===== config.mk =====
export PLATFORM = sky130hd
export DESIGN_NAME = glyph_double_scale_antialias_flat
export DESIGN_NICKNAME = d
export VERILOG_FILES = /design/src/hw/rtl/gdsa_pkg.sv /design/src/hw/rtl/gdsa_ifs.sv /design/src/hw/rtl/glyph_double_scale_antialias.sv /design/src/hw/rtl/gdsa_pair_lane.sv /design/src/hw/rtl/gdsa_merge.sv /design/src/flat_wrapper.sv
export SDC_FILE = /design/constraint.sdc
export NUM_CORES = 1
export LEC_CHECK = 0
export BUFFER_PORTS_ARGS = -buffer_cell sky130_fd_sc_hd__buf_2
export CORE_MARGIN = 1
export CORE_UTILIZATION = 59
export CTS_CLUSTER_SIZE = 16
export DETAILED_ROUTE_END_ITERATION = 6
export GPL_ROUTABILITY_DRIVEN = 0
export GPL_TIMING_DRIVEN = 0
export PLACE_DENSITY_LB_ADDON = 0.05
export SYNTH_ARGS = -nofsm -noshare
export SYNTH_HDL_FRONTEND = slang
export SYNTH_SLANG_ARGS = --single-unit

===== constraint.sdc =====
create_clock -name clk -period 8.12 [get_ports clk]
set_clock_uncertainty 0.1 [all_clocks]
set_input_delay 0.406 -clock clk [delete_from_list [all_inputs] [get_ports clk]]
set_output_delay 0.406 -clock clk [all_outputs]
set_load 0.02 [all_outputs]

===== src/hw/rtl/gdsa_pkg.sv =====
package gdsa_pkg;

  localparam int GLYPH_COLUMNS = 5;
  localparam int SRC_COLS      = 5;
  localparam int SRC_W         = 8;
  localparam int COL_W         = 2 * SRC_W;
  localparam int OUT_COLS      = 12;
  localparam int NUM_PAIRS     = (OUT_COLS - 2) / 2;
  localparam int WINDOWS       = 6;
  localparam int IDX_W         = 4;

  localparam logic [3:0] PAT_STEP_HI = 4'hC;
  localparam logic [3:0] PAT_STEP_LO = 4'h3;

  typedef logic [IDX_W-1:0] col_idx_t;
  localparam col_idx_t FIRST_COL_IDX = col_idx_t'(0);
  localparam col_idx_t LAST_COL_IDX  = col_idx_t'(OUT_COLS - 1);

  typedef logic [SRC_W-1:0] src_col_t;
  typedef logic [COL_W-1:0] col_t;
  typedef col_t [OUT_COLS-1:0] col_arr_t;

  typedef struct packed {
    col_t l;
    col_t r;
  } pair_fill_t;

  typedef pair_fill_t [NUM_PAIRS-1:0] pair_fill_arr_t;

  // Each source pixel becomes two vertically adjacent output pixels.
  function automatic col_t double_bits(input src_col_t v);
    col_t d;
    d = '0;
    for (int i = 0; i < SRC_W; i++) begin
      d[2*i]   = v[i];
      d[2*i+1] = v[i];
    end
    return d;
  endfunction

endpackage


===== src/hw/rtl/gdsa_ifs.sv =====
interface gdsa_in_if;
  import gdsa_pkg::*;
  logic     valid;
  logic     ready;
  src_col_t src_col0;
  src_col_t src_col1;
  src_col_t src_col2;
  src_col_t src_col3;
  src_col_t src_col4;
  modport source (output valid, src_col0, src_col1, src_col2, src_col3, src_col4,
                  input ready);
  modport sink (input valid, src_col0, src_col1, src_col2, src_col3, src_col4,
                output ready);
endinterface

interface gdsa_out_if;
  import gdsa_pkg::*;
  logic        valid;
  logic        ready;
  col_idx_t    out_col_index;
  logic [7:0]  upper_page_byte;
  logic [7:0]  lower_page_byte;
  logic        last_col;
  modport source (output valid, out_col_index, upper_page_byte, lower_page_byte, last_col,
                  input ready);
  modport sink (input valid, out_col_index, upper_page_byte, lower_page_byte, last_col,
                output ready);
endinterface


===== src/hw/rtl/glyph_double_scale_antialias.sv =====
// Doubles a 5x8 font glyph to twelve 16-pixel columns, with optional diagonal
// corner smoothing, and sends them one column per beat in column order,
// index 0 to 11, with last_col set on column 11. The next glyph is taken in
// the same cycle as the last column of the current one leaves the column
// buffer, so glyphs stream back to back while the output is not stalled.
// The first column passes through the column buffer and then the output
// register before it is offered. The smoothing lanes evaluate all column
// pairs in the accept cycle.
// cfg_wdata is latched into smooth_r whenever cfg_we is high; it resets
// to 1 and should only change while no glyph is in flight.
module glyph_double_scale_antialias (
  input  logic              clk,
  input  logic              rst_n,
  input  logic              cfg_we,
  input  logic              cfg_wdata,
  gdsa_in_if.sink           in_ch,
  gdsa_out_if.source        out_ch
);
  import gdsa_pkg::*;

  logic            smooth_r;
  logic            smooth_nxt;
  src_col_t [SRC_COLS-1:0] src;
  col_arr_t        raw;
  col_arr_t        merged;
  pair_fill_arr_t  fills;

  col_arr_t        glyph_r;
  logic            bv_r, bv_nxt;
  col_idx_t        col_r, col_nxt;
  logic            move;
  logic            in_acc;

  logic            out_valid_r, out_valid_nxt;
  col_idx_t        out_idx_r;
  col_t            out_col_r;
  logic            out_last_r;

  assign src[0] = in_ch.src_col0;
  assign src[1] = in_ch.src_col1;
  assign src[2] = in_ch.src_col2;
  assign src[3] = in_ch.src_col3;
  assign src[4] = in_ch.src_col4;

  // Columns 0 and 11, outside the doubled glyph, stay blank.
  always_comb begin
    raw = '0;
    for (int x = 0; x < GLYPH_COLUMNS; x++) begin
      raw[2*x+1] = double_bits(src[x]);
      raw[2*x+2] = double_bits(src[x]);
    end
  end

  for (genvar k = 0; k < NUM_PAIRS; k++) begin : g_lane
    gdsa_pair_lane u_lane (
      .left_col  (raw[2*k+2]),
      .right_col (raw[2*k+3]),
      .smooth_en (smooth_r),
      .fill      (fills[k])
    );
  end

  gdsa_merge u_merge (
    .raw_cols (raw),
    .fills    (fills),
    .cols     (merged)
  );

  assign move         = bv_r && (!out_valid_r || out_ch.ready);
  assign in_ch.ready  = !bv_r || (move && col_r == LAST_COL_IDX);
  assign in_acc       = in_ch.valid && in_ch.ready;

  assign smooth_nxt = cfg_we ? cfg_wdata : smooth_r;

  always_comb begin
    bv_nxt  = bv_r;
    col_nxt = col_r;
    if (move) begin
      if (col_r == LAST_COL_IDX) begin
        bv_nxt  = 1'b0;
        col_nxt = FIRST_COL_IDX;
      end else begin
        col_nxt = col_r + col_idx_t'(1);
      end
    end
    if (in_acc) begin
      bv_nxt  = 1'b1;
      col_nxt = FIRST_COL_IDX;
    end
  end

  always_comb begin
    out_valid_nxt = out_valid_r;
    if (move) begin
      out_valid_nxt = 1'b1;
    end else if (out_ch.ready) begin
      out_valid_nxt = 1'b0;
    end
  end

  always_ff @(posedge clk) begin
    if (!rst_n) begin
      smooth_r    <= 1'b1;
      bv_r        <= 1'b0;
      col_r       <= FIRST_COL_IDX;
      out_valid_r <= 1'b0;
    end else begin
      smooth_r    <= smooth_nxt;
      bv_r        <= bv_nxt;
      col_r       <= col_nxt;
      out_valid_r <= out_valid_nxt;
    end
  end

  always_ff @(posedge clk) begin
    if (in_acc) begin
      glyph_r <= merged;
    end
    if (move) begin
      out_idx_r  <= col_r;
      out_col_r  <= glyph_r[col_r];
      out_last_r <= (col_r == LAST_COL_IDX);
    end
  end

  assign out_ch.valid           = out_valid_r;
  assign out_ch.out_col_index   = out_idx_r;
  assign out_ch.upper_page_byte = out_col_r[7:0];
  assign out_ch.lower_page_byte = out_col_r[15:8];
  assign out_ch.last_col        = out_last_r;

  a_idle_col_zero: assert property (@(posedge clk) disable iff (!rst_n)
    !bv_r |-> col_r == FIRST_COL_IDX)
    else $error("column counter not at zero while buffer is free");

  a_accept_loads: assert property (@(posedge clk) disable iff (!rst_n)
    in_acc |=> bv_r && col_r == FIRST_COL_IDX)
    else $error("accepted glyph did not start at column zero");

  a_last_index: assert property (@(posedge clk) disable iff (!rst_n)
    out_ch.valid && out_ch.last_col |-> out_ch.out_col_index == LAST_COL_IDX)
    else $error("last_col raised on a column other than the last");

  a_blank_edges: assert property (@(posedge clk) disable iff (!rst_n)
    out_ch.valid && (out_ch.out_col_index == FIRST_COL_IDX ||
                     out_ch.out_col_index == LAST_COL_IDX)
    |-> out_ch.upper_page_byte == 8'h00 && out_ch.lower_page_byte == 8'h00)
    else $error("edge column is not blank");

endmodule


===== src/hw/rtl/gdsa_pair_lane.sv =====
module gdsa_pair_lane (
  input  gdsa_pkg::col_t       left_col,
  input  gdsa_pkg::col_t       right_col,
  input  logic                 smooth_en,
  output gdsa_pkg::pair_fill_t fill
);
  import gdsa_pkg::*;

  // The six windows overlap but only read the unsmoothed columns, so they
  // are independent of one another.
  always_comb begin
    logic [3:0] lw;
    logic [3:0] rw;
    fill = '0;
    for (int w = 0; w < WINDOWS; w++) begin
      lw = left_col[2*w +: 4];
      rw = right_col[2*w +: 4];
      if (smooth_en && lw == PAT_STEP_HI && rw == PAT_STEP_LO) begin
        fill.l[2*w+1] = 1'b1;
        fill.r[2*w+2] = 1'b1;
      end
      if (smooth_en && lw == PAT_STEP_LO && rw == PAT_STEP_HI) begin
        fill.l[2*w+2] = 1'b1;
        fill.r[2*w+1] = 1'b1;
      end
    end
  end

endmodule


===== src/hw/rtl/gdsa_merge.sv =====
module gdsa_merge (
  input  gdsa_pkg::col_arr_t       raw_cols,
  input  gdsa_pkg::pair_fill_arr_t fills,
  output gdsa_pkg::col_arr_t       cols
);
  import gdsa_pkg::*;

  // Pair k covers output columns 2k+2 (left) and 2k+3 (right).
  always_comb begin
    cols = raw_cols;
    for (int k = 0; k < NUM_PAIRS; k++) begin
      cols[2*k+2] = raw_cols[2*k+2] | fills[k].l;
      cols[2*k+3] = raw_cols[2*k+3] | fills[k].r;
    end
  end

endmodule

===== src/flat_wrapper.sv =====
// flat-port wrapper written by rule: the top's interface ports become plain ports
module glyph_double_scale_antialias_flat import gdsa_pkg::*;
  (clk, rst_n, cfg_we, cfg_wdata, in_ch_valid, in_ch_src_col0, in_ch_src_col1, in_ch_src_col2, in_ch_src_col3, in_ch_src_col4, in_ch_ready, out_ch_valid, out_ch_out_col_index, out_ch_upper_page_byte, out_ch_lower_page_byte, out_ch_last_col, out_ch_ready);
  gdsa_in_if in_ch_i ();
  gdsa_out_if out_ch_i ();
  input  logic clk;
  input  logic rst_n;
  input  logic cfg_we;
  input  logic cfg_wdata;
  input wire logic [$bits(in_ch_i.valid)-1:0] in_ch_valid;
  input wire logic [$bits(in_ch_i.src_col0)-1:0] in_ch_src_col0;
  input wire logic [$bits(in_ch_i.src_col1)-1:0] in_ch_src_col1;
  input wire logic [$bits(in_ch_i.src_col2)-1:0] in_ch_src_col2;
  input wire logic [$bits(in_ch_i.src_col3)-1:0] in_ch_src_col3;
  input wire logic [$bits(in_ch_i.src_col4)-1:0] in_ch_src_col4;
  output wire logic [$bits(in_ch_i.ready)-1:0] in_ch_ready;
  output wire logic [$bits(out_ch_i.valid)-1:0] out_ch_valid;
  output wire logic [$bits(out_ch_i.out_col_index)-1:0] out_ch_out_col_index;
  output wire logic [$bits(out_ch_i.upper_page_byte)-1:0] out_ch_upper_page_byte;
  output wire logic [$bits(out_ch_i.lower_page_byte)-1:0] out_ch_lower_page_byte;
  output wire logic [$bits(out_ch_i.last_col)-1:0] out_ch_last_col;
  input wire logic [$bits(out_ch_i.ready)-1:0] out_ch_ready;
  assign in_ch_i.valid = in_ch_valid;
  assign in_ch_i.src_col0 = in_ch_src_col0;
  assign in_ch_i.src_col1 = in_ch_src_col1;
  assign in_ch_i.src_col2 = in_ch_src_col2;
  assign in_ch_i.src_col3 = in_ch_src_col3;
  assign in_ch_i.src_col4 = in_ch_src_col4;
  assign in_ch_ready = in_ch_i.ready;
  assign out_ch_valid = out_ch_i.valid;
  assign out_ch_out_col_index = out_ch_i.out_col_index;
  assign out_ch_upper_page_byte = out_ch_i.upper_page_byte;
  assign out_ch_lower_page_byte = out_ch_i.lower_page_byte;
  assign out_ch_last_col = out_ch_i.last_col;
  assign out_ch_i.ready = out_ch_ready;
  glyph_double_scale_antialias u_core (.clk(clk), .rst_n(rst_n), .cfg_we(cfg_we), .cfg_wdata(cfg_wdata), .in_ch(in_ch_i), .out_ch(out_ch_i));
endmodule

Word-level counts from Yosys, hierarchy flattened
Index checks and enable logic that the tools add are counted.
{"block": "word_totals", "mem_bits_rw": 0, "elab_cells": 253, "latchBits": 0, "rom_bits": 0, "mem_count": 0, "ff_bits": 186, "inputBits": 46, "output_inout_bits": 23}
{"block": "classes", "shifts": 0, "addsub": 1, "n_div": 0, "mul": 0, "n_lt_le_gt_ge": 1, "bitwise_logic": 9, "n_reduce_logical": 108, "n_eq_ne": 61, "mux": 56}
{"cell": "bitwise OR 16 x 13 -> 16 bit", "n": 8}
{"cell": "== test 4 bit, second input constant", "n": 31}
{"cell": "== test 4 x 2 -> 1 bit, second input constant", "n": 30}
{"cell": "logical AND 1 bit", "n": 99}
{"cell": "binary-select mux 16 bit (select 4 bit)", "n": 1}
{"cell": "two-way mux 1 bit", "n": 53}
{"cell": "two-way mux 16 bit", "n": 1}
{"cell": "nonzero test 2 bit", "n": 3}
{"cell": "< comparator 4 x 5 -> 1 bit, second input constant", "n": 1}
{"cell": "adder 4 x 1 -> 4 bit, second input constant", "n": 1}
{"cell": "two-way mux 4 bit", "n": 1}
{"cell": "logical NOT 1 bit", "n": 2}
{"cell": "logical OR 1 bit", "n": 2}
{"cell": "AND reduction 2 bit", "n": 1}
{"cell": "OR reduction 2 bit", "n": 1}
{"cell": "NOT 1 bit", "n": 1}

Logic depth before layout (Yosys ltp)
{"block": "logic_depth", "word_depth": 8, "depth_mapped": 7, "mapped_depth_nobuf": 5}

Hierarchy
From an unflattened synthesis, not the netlist that was laid out.
{"block": "unflattened", "cells_unflattened": 798, "area_unflattened_um2": 11433.5}
{"mod": "glyph_double_scale_antialias", "n_inst": 1, "cells_each": 366, "seq_area_each_um2": 6536.3, "area_per_inst_um2": 8184.1}
{"mod": "gdsa_pair_lane", "n_inst": 5, "cells_each": 48, "seq_area_each_um2": 0.0, "area_per_inst_um2": 401.6}
{"mod": "gdsa_merge", "n_inst": 1, "cells_each": 192, "seq_area_each_um2": 0.0, "area_per_inst_um2": 1241.2}

Least setup slack after synthesis
No wires, ideal clock.
{"block": "synth_timing", "path_kind": "register -> register", "start": "register u_core.col_r[1]", "end": "register u_core.glyph_r[100] in the netlist's numbering, enable pin", "slack_ps": 1489, "stages_incl_launch_ff": 5, "required_time_ps": 7418, "synth_period_minus_slack_ps": 6631, "path_buffers": 0, "arrival_ps": 5929, "setup_ps": 602, "cell_sequence": "dfxtp_1 ha_1 nand3b_1 o21a_1 nor2_1"}
{"block": "synth_between", "elab_chain_len": 4}
{"item": "from (decl)", "line": "glyph_double_scale_antialias.sv:30", "text": "col_idx_t col_r, col_nxt;"}
{"item": "from (signal assigned)", "line": "glyph_double_scale_antialias.sv:110", "text": "col_r <= col_nxt;"}
{"item": "== test 4 bit", "line": "glyph_double_scale_antialias.sv:70", "text": "assign in_ch.ready = !bv_r || (move && col_r == LAST_COL_IDX);"}
{"item": "logical AND 1 bit", "line": "glyph_double_scale_antialias.sv:70"}
{"item": "logical OR 1 bit", "line": "glyph_double_scale_antialias.sv:70"}
{"item": "logical AND 1 bit", "line": "glyph_double_scale_antialias.sv:71", "text": "assign in_acc = in_ch.valid && in_ch.ready;"}
{"item": "to (signal assigned)", "line": "glyph_double_scale_antialias.sv:117", "text": "glyph_r <= merged;"}
{"item": "to (decl)", "line": "glyph_double_scale_antialias.sv:28", "text": "col_arr_t glyph_r;"}
No other way between the ends.
A chain may end at the register's enable or synchronous reset.

Worst setup path in the final report
{"block": "layout_timing", "start": "register u_core.col_r[1]", "end": "register u_core.glyph_r[21] in the netlist's numbering, enable pin"}
Same word-level chain as after synthesis.

==> results_dict.tcl <==
set metrics [dict create \
    tritoncts "yes" \
    crit_chain "ha_1 > nand3b_1 > o21a_1 > nor2_4 > buf_12 > buf_12" \
    grt_usage_pct 30.7 \
    wire_per_inst_um 23.4 \
    rows 39 \
    synth_top_family_by_area "compound AO/OA/AOI/OAI gates" \
    intPower_mw 1.40 \
    drv_cap 0 \
    vias_per_cell 6.40 \
    cp_num_buf_inv 2 \
    antenna_found_initial 0 \
    clkPwrFrac_pct 40.0 \
    start_util_pct 60.8 \
    cts.clk_slew.worst_paths_ns 0.05 \
    hpwl_mm 11.6 \
    rrSetupSlack_ns 5.42 \
    drive_above_1_share_pct 21.9 \
    hold_viol 0 \
    layout_min_cycle_time_ns 2.70 \
    netlist_area_mm2 0.00697 \
    dieArea_mm2 0.0123 \
    yosys.area_share.simple_pct 7.52 \
    vdd_drop_max_mv 0.180 \
    synth_fa_ha_area_share_pct 0.179 \
    grt_pass1_wl_mm 27.3 \
    num-nets-final 642 \
    synth_warnings 0 \
    hold_end "u_core.glyph_r[62]$_DFFE_PP_" \
    cpMostUsedCell "buf_12" \
    cpLargestDelayFamily "simple AND/OR/NAND/NOR gates" \
    antennaDiodeCount 0 \
    synth_cell_types 42 \
    ant_nets 0 \
    syn_area_per_cell_um2 13.8 \
    insertion_delay_ns 0.42 \
    worst_slew_pin_slew_ns 1.07 \
    drt_iter0_drc 484 \
    grt-ovfl-total 0 \
    switching_power_mw 0.411 \
    synth_compound_area_share_pct 17.9 \
    die_w_um 111 \
    path_class "reg2reg" \
    cpPeakStageDelay_ns 0.70 \
    hold_buffers 0 \
    power-per-cell-area_mw_per_mm2 224 \
    relSlewSlack_pct 28.3 \
    hp-class "in2reg" \
    synth_xor_area_share_pct 0 \
    reg2regPathDepth 6 \
    yosys-top-cells-area "edfxtp_1 61%, o21bai_1 4.8%, mux4_2 3.6%, a21o_1 3.4%, mux2i_1 2.9%" \
    outcome "completed" \
    synth_top_cell_by_area "edfxtp_1" \
    critPathLaunchType "flip-flop" \
    p_sw_share_pct 22.7 \
    syn_inst 507 \
    root_buffer "clkbuf_16" \
    endpoint_kind "flip-flop" \
    muxShareOfSynthArea_pct 8.09 \
    rsz0062_at_grt "false" \
    r2r_start "u_core.col_r[1]$_SDFFE_PP0P_" \
    numCtsBuffers 17 \
    postLayoutCellArea_mm2 0.00808 \
    cp_slowest_cell "nor2_4" \
    cp_data_required_time_ns 8.14 \
    cts.sinks 148 \
    num_vias 4797 \
    holdCritStartpoint "in_ch_src_col1[7]" \
    drc_errors 0 \
    postCtsSetupRepairBufs 0 \
    cts_resized 0 \
    clock.fmax_ghz 0.370 \
    fill_cells 790 \
    worstHoldPathCells 1 \
    die_h_um 111 \
    p_seq_share_pct 49.9 \
    ys_seq_area_share_pct 62.7 \
    cts.path.max_buffers 2 \
    synth_nets 554 \
    maxSlewViolCount 0 \
    io-pin-count 69 \
    cellLeakagePower_nw 3.00 \
    syn2layout_area_growth_pct 15.9 \
    yosysTopAreaCellShare_pct 60.7 \
    fin_crit_sh_pct 33.3 \
    htree_levels 4 \
    ys_ff_latch 148 \
    grt_max_degree 36 \
    firstDrtPassIters 5 \
    setup_viol 0 \
    first_global_vias 4850 \
    portBuffers 66 \
    arrival_ns 2.72 \
    post_dp_cell_area_mm2 0.00755 \
    core_area_mm2 0.0115 \
    rr_endpoint "u_core.glyph_r[21]$_DFFE_PP_" \
    pwr-share-comb_pct 10.0 \
    path_max_fanout 35 \
    routed_wl_mm 17.6 \
    setup_tns_ns 0 \
    total_power_mw 1.81 \
]
[layout make-up]
type	count	area [µm²]	area share (%)
Sequential cell	148	4370	54.1
Buffer	26	196	2.43
Multi-Input combinational cell	319	2360	29.2
Inverter	14	52.6	0.650
Timing Repair Buffer	69	390	4.83
Clock inverter	8	86.3	1.07
Tap cell	143	179	2.21
Clock buffer	22	444	5.50
[worst max path at each step]
stage,from,cells past startpoint,end
final,u_core.col_r[1]$_SDFFE_PP0P_,6,u_core.glyph_r[21]$_DFFE_PP_
after global routing,u_core.col_r[1]$_SDFFE_PP0P_,6,u_core.glyph_r[52]$_DFFE_PP_
after CTS,u_core.col_r[1]$_SDFFE_PP0P_,6,u_core.glyph_r[21]$_DFFE_PP_
after detailed placement,u_core.col_r[1]$_SDFFE_PP0P_,6,u_core.glyph_r[120]$_DFFE_PP_
after global placement,u_core.col_r[1]$_SDFFE_PP0P_,4,u_core.glyph_r[137]$_DFFE_PP_
after floorplan,u_core.col_r[1]$_SDFFE_PP0P_,4,u_core.glyph_r[100]$_DFFE_PP_
[worst register-to-register path: cells and delay by family, from the launching register on]
family          cells  cell delay (ns)
compound gates      1             0.23
buf+inv             2             0.55
simple gates        2             0.81
fa+ha+maj           1             0.25
flops               1             0.45
[synth_stat cells, drive strengths merged]
library cell	instances
edfxtp	141
o21bai	45
a21o	32
nor2	32
nand2	27
o21ai	23
nand2b	22
mux2i	20
buf	18
a21oi	16
a221oi	15
inv	14
a211oi	12
mux4	12
a21boi	11
nand3	9
a41o	8
clkbuf	8
mux2	8
dfxtp	7
nor2b	7
a211o	3
a2bb2oi	3
nand4b	2
o21a	2
o32ai	2
and2	1
and2b	1
ha	1
nand3b	1
nor4b	1
o31ai	1
or2	1
or3	1
[metal layers]
layer / GRT usage (%) / up-vias / share of wire [%]
met3: 5.80 / 30 / 6.6
met4: 14.0 / 0 / 2.2
met2: 48.9 / 189 / 49
met5: 0 / - / 0
li1: - / 2167 / -
met1: 41.2 / 2411 / 42
[flip-flops by register name (all words and copies together) (netlist names)]
register                     cells
u_core.out_col_r                15
u_core.bv_r                      1
u_core.out_ch.last_col           1
u_core.glyph_r                 121
u_core.col_r                     4
u_core.out_ch.valid              1
u_core.out_ch.out_col_index      4
u_core.smooth_r                  1
[stage by stage]
| step | utilization, % | instances | hold WS (ns) | setup WS (ns) |
|---|---|---|---|---|
| after floorplan | - | 507 | 0.354 | 1.49 |
| after global placement | 65.3 | 716 | 0.388 | -0.519 |
| after detailed placement | 65.8 | 719 | 0.388 | 5.41 |
| after CTS | 70.5 | 749 | 0.0381 | 5.38 |
| after global routing | 70.5 | 749 | 0.0450 | 5.28 |
| final | 70.5 | 749 | 0.0570 | 5.42 |
[power groups by stage]
stage | Clock [mW] | Combinational, mW | Sequential [mW]
floorplan | 0 | 0.100 | 0.930
finish | 0.726 | 0.182 | 0.905
CTS | 0.732 | 0.181 | 0.905
global route | 0.763 | 0.196 | 0.909
detailed placement | 0 | 0.179 | 0.921
global placement | 0 | 0.170 | 0.927
[kinds of logic after synthesis]
family | Yosys count
AO/OA/AOI/OAI | 173
flip-flops | 148
AND/OR/NAND/NOR | 105
buffers and inverters | 40
multiplexers | 40
adder cells (fa/ha/maj) | 1
[placed cells by master (no fill, tap or decap), types with 11 or more instances in the layout]
master,n
edfxtp_1,141
buf_2,71
o21bai_1,45
a21o_1,32
nor2_1,31
nand2_1,27
o21ai_0,23
nand2b_1,22
mux2i_1,20
clkbuf_16,17
a21oi_1,16
a221oi_1,15
inv_1,14
clkbuf_1,12
a211oi_1,12
mux4_2,11
No activity file was read; power rests on OpenSTA's default activity.
